**src/hw/rtl/gne_ram.sv**
```systemverilog
// gne_ram: generic one-write, two-read ram with registered read data
// no dependencies
`timescale 1ns / 1ps
`default_nettype none

module gne_ram #(
   parameter int WIDTH = 8,
   parameter int DEPTH = 256
) (
   input  logic                       clock,
   input  logic                       wr_en,
   input  logic [$clog2(DEPTH)-1:0]   wr_addr,
   input  logic [WIDTH-1:0]           wr_data,
   input  logic                       rd_en,
   input  logic [$clog2(DEPTH)-1:0]   rd_addr_a,
   input  logic [$clog2(DEPTH)-1:0]   rd_addr_b,
   output logic [WIDTH-1:0]           rd_data_a,
   output logic [WIDTH-1:0]           rd_data_b
);

   logic [WIDTH-1:0] mem [DEPTH];
   logic [WIDTH-1:0] rd_a_ff;
   logic [WIDTH-1:0] rd_b_ff;

   // write port and registered reads, read data held while stalled
   always_ff @(posedge clock) begin
      if (wr_en) begin
         mem[wr_addr] <= wr_data;
      end
      if (rd_en) begin
         rd_a_ff <= mem[rd_addr_a];
         rd_b_ff <= mem[rd_addr_b];
      end
   end

   assign rd_data_a = rd_a_ff;
   assign rd_data_b = rd_b_ff;

endmodule

`default_nettype wire

```
**config.mk**
```make
export PLATFORM = sky130hd
export DESIGN_NAME = gne_ram
export DESIGN_NICKNAME = d
export VERILOG_FILES = /design/src/hw/rtl/gne_ram.sv
export SDC_FILE = /design/constraint.sdc
export NUM_CORES = 2
export LEC_CHECK = 0
export ABC_AREA = 1
export BUFFER_PORTS_ARGS = -buffer_cell sky130_fd_sc_hd__buf_2
export CORE_MARGIN = 1.5
export CORE_UTILIZATION = 35
export DETAILED_ROUTE_END_ITERATION = 6
export GPL_ROUTABILITY_DRIVEN = 0
export PLACE_DENSITY = 0.48
export REMOVE_ABC_BUFFERS = 1
export SLEW_MARGIN = 10
export SYNTH_ARGS = -nofsm -noshare
export SYNTH_HDL_FRONTEND = slang
export SYNTH_SLANG_ARGS = --single-unit
```
**constraint.sdc**
```tcl
create_clock -name clock -period 4.38 [get_ports clock]
set_input_delay 0.876 -clock clock [delete_from_list [all_inputs] [get_ports clock]]
set_output_delay 0.876 -clock clock [all_outputs]
set_load 0.005 [all_outputs]
```
# ---- Word-level counts from Yosys, hierarchy flattened
# Memories as Yosys holds them, arrays and structs flattened. A register that Yosys moved wholly into a read port is not among the register bits.
# Cells that the tools add are included.
dict set report totals {
  register_bits 0
  mem_bits_rw 2048
  in_bits 35
  output_inout_bits 16
  wordCells 3
  memories 1
}
dict set report classes {
  mux 2
}
# memory words width rd rd_clocked_by_memory_dff wr line_no
set mem_list {}
lappend mem_list {mem 256 8 2 2 1 21} ;# logic [WIDTH-1:0] mem [DEPTH];
# operator n
set ops {}
lappend ops {{2-to-1 mux 1 bit} 2}

# ---- Depth between registers and ports, before layout
dict set report depth {
  ltp_word 2
  mapped_depth 15
  mapped_depth_nobuf 11
}

# ---- Worst setup path before layout
# No wires, ideal clock.
dict set report synth_path {
  kind {input to register}
  from {input port wr_en}
  to {memory mem[162][0] (enable)}
  setup_time_ps 370
  t_arrival_ps 1997
  path_slack_ps 2013
  path_stages 4
  path_buffers 2
  cell_sequence {clkbuf_1 nand3_1 clkbuf_1 nor2_1}
}
dict set report synth_via {
  elab_chain_len 2
}
# element line_no
set synth_rtl {}
lappend synth_rtl {{from (decl)} 11} ;# input logic wr_en,
lappend synth_rtl {{2-to-1 mux 1 bit} 27} ;# if (wr_en) begin
lappend synth_rtl {{2-to-1 mux 1 bit (not written as such)} 28} ;# mem[wr_addr] <= wr_data;
lappend synth_rtl {{to (decl)} 21}
# No other way between the ends.

==> qor.csv <==
stage,metric,value,unit
status,status,"complete, but fails checks",
status,failing checks,DRC,
sta,Hold Fails Final Rpt,0,
worst_setup_path,reg2reg setup slack,1.85,ns
sta,total negative setup slack,0,ns
job,Max Cap Viol,0,
clock_tree,Resize count post-CTS,0,
sta,fin crit period,3.53,ns
synth,synthesized area,0.104,sq mm
global_routing,vias in the first global route,85700,
detailed_routing,Detailed Routing Iterations Pass 1,7,
power,switching pwr,12.2,mW
power,VDD IR max,0.352,mV
detailed_routing,number of routed nets with antenna violations,0,
clock_tree,Bufs on Longest Clock Path,4,
sta,Clock Skew,0.0694,ns
floorplanning,total core area,0.295,sq mm
synth,register area share after synthesis,59.6,%
clock_tree,# H-tree levels,4,
worst_setup_path,Setup CP Type,in2reg,
power,Net Sw Frac,26.2,%
placement,port bufs,50,
worst_setup_path,CP Capture Type,flop,
global_routing,largest net degree at the start of global routing,110,
clock_tree,hold_buf cts,0,
global_routing,initial antenna violation count,26,
clock_tree,CTS tree,done,
global_routing,first-pass GRT wire length,612,mm
clock_tree,post-CTS setup buffers,0,
sta,fin crit share,80.5,%
worst_setup_path,CP bufs+invs,5,
global_routing,GRT Residual Overflow,0,
global_routing,global-route usage over all layers,27.7,%
worst_setup_path,crit-path leading delay family,simple AND/OR/NAND/NOR gates,
sta,max_slew headroom,20.4,%
synth,post-synthesis register bit count,2064,
floorplanning,FP Rows,199,
clock_tree,CTS buffer count,237,
power,Sequential Power Share,47.1,%
worst_setup_path,crit-path max FO,91,
worst_setup_path,CP max stage delay,0.47,ns
floorplanning,Die H,548,microns
layout,fillcell total,28700,
clock_tree,clk sink count,2064,
worst_setup_path,crit path launch type,primary input,
sta,RSZ-0062 raised after global routing,no,
clock_tree,Clock Latency Late Sink,0.93,ns
power,Clk network pwr share,42.0,%
floorplanning,num ports,51,
synth,Avg Inst Size Synth,8.99,sq um
clock_tree,Root Buffer Master,clkbuf_16,
clock_tree,Clock Pin Slew Worst Setup and Hold Paths,0.06,ns
synth,Post-Syn Instances,11600,
worst_setup_path,"slowest stage cell, crit path",buf_4,
power,Power Internal,34.2,mW
power,power per cell area,394,mW/mm^2
detailed_routing,drt via density,5.82,
placement,dpl cells,15200,
floorplanning,Initial Utilization,35.3,%
worst_setup_path,CP most frequent cell,nand3_1,
floorplanning,die area,0.300,sq mm
layout,Final Net Count,11500,
floorplanning,Die X,548,microns
synth,Syn. warnings,0,
power,Logic pwr share,10.9,%
power,Lkg Pwr,43.7,nW
worst_setup_path,crit path cell chain,"buf_8, inv_16, buf_12, buf_12, buf_4, nand2_1, nand3_1, nand3_1, nand3_1, nand3_1, nand3_1, nand3_1, nand2_1, nand2_1, nand2_1",
layout,area grow syn2layout,13.2,%
layout,layout cells sized above 1,8.18,%
detailed_routing,DRT iter0 DRCs,12600,
detailed_routing,DRC Markers,3,
detailed_routing,Routed WL per cell,27.5,microns
sta,Final Setup Violations,0,
sta,Fmax achieved,284,MHz
synth,"Distinct cells, synth",12,
worst_setup_path,arrival time worst endpoint,4.28,ns
sta,"Slew Viols, Final",0,
layout,final non-filler cell total,15600,
detailed_routing,via count,90800,
detailed_routing,Post-Route WL,429,mm
worst_hold_path,worst hold path class,in2reg,
sta,worst slew pin tran,1.19,ns
placement,placed wire-length estimate,262,mm
worst_setup_path,worst path required time,5.14,ns
==> routing by layer <==
metal / vias to the layer above / share of wire (%) / GRT usage, %
li1: 40000 / - / -
met1: 44200 / 40 / 38.0
met2: 5564 / 44 / 42.3
met3: 961 / 10 / 5.26
met4: 12 / 5.0 / 12.7
met5: - / 0.018 / 0
==> synthesized netlist by cell type (all sizes together) <==
library cell,number,area [sq um]
nor2,283,1060
clkbuf,194,728
nand2,4211,15800
inv,47,181
buf,738,4070
edfxtp,2064,62000
nand3,4035,20200
==> power by group through the flow <==
stage / clock [mW] / combinational (mW) / sequential [mW]
after floorplan: 0 / 2.25 / 22.2
after global placement: 0 / 4.90 / 22.3
after detailed placement: 0 / 4.92 / 22.3
after CTS: 19.8 / 4.92 / 21.8
after global routing: 20.5 / 5.29 / 21.8
final: 19.5 / 5.03 / 21.9
==> stage by stage <==
step | power [mW] | util, % | setup slack [ns] | instance area [sq um] | hold WS [ns]
3_5_place_dp | 27.2 | 37.4 | 0.0486 | 110000 | 1.08
4_1_cts | 46.6 | 39.9 | 1.01 | 118000 | 0.440
2_1_floorplan | 24.5 | - | -2.22 | 99200 | 0.936
6_report | 46.4 | 39.9 | 0.853 | 118000 | 0.434
5_1_grt | 47.6 | 39.9 | 0.823 | 118000 | 0.444
3_3_place_gp | 27.2 | 37.4 | 0.0480 | 110000 | 1.07
==> worst register-to-register path, stage by stage (launching register included) <==
cell      delay (ns)
edfxtp_1        0.39
nand2_1         0.08
nand3_1         0.09
nand3_1         0.12
nand3_1         0.11
nand3_1         0.21
nand3_1         0.27
nand3_1         0.35
nand2_1         0.36
nand2_1         0.20
nand2_1         0.08
==> flip-flops by register name, indices dropped and copies added (netlist names) <==
register   cells
rd_data_b      8
rd_data_a      8
mem         2048
==> layout make-up <==
| cell class | count | area, sq um | area share [%] |
|---|---|---|---|
| inverter | 47 | 251 | 0.214 |
| antenna | 6 | 15.0 | 0.0128 |
| tap | 3919 | 4900 | 4.17 |
| clock inverter | 127 | 1210 | 1.03 |
| sequential | 2064 | 62000 | 52.7 |
| clock buffer | 292 | 6180 | 5.25 |
| timing repair buffer | 613 | 6070 | 5.16 |
| multi-input combinational | 8529 | 37100 | 31.5 |
==> kinds of logic (layout without fill, tap and decap cells) <==
kind of cell	after synthesis	after routing	share of synthesized area, %
other	0	6	0
DFF	2064	2064	59.6
buffers and inverters	979	1079	4.78
and+or+nand+nor	8529	8529	35.6
==> layout by cell type (no fill, tap or decap) <==
master         n
nand2_1     4195
inv_1         35
clkinv_2      41
nor2_1       283
clkinv_1      52
buf_6          2
clkbuf_16    239
diode_2        6
buf_4        450
edfxtp_1    2064
nand3_1     4035
inv_16         7
inv_2          1
inv_6          3
clkbuf_1      53
inv_8          4
clkinv_4       5
buf_8         14
nand2_2       16
buf_12       115
bufinv_16     21
clkinvlp_4     5
buf_2         32
==> final timing paths <==
path                       endpoint                  start  depth (start not counted)
max          rd_data_a[6]$_DFFE_PP_           rd_addr_a[0]                         15
min reg2reg  rd_data_b[5]$_DFFE_PP_   mem[58][5]$_DFFE_PP_                         10
min           mem[254][3]$_DFFE_PP_             wr_data[3]                          1
max reg2reg  rd_data_b[0]$_DFFE_PP_  mem[241][0]$_DFFE_PP_                         10
Note: power is estimated with default switching activity, not from simulation.
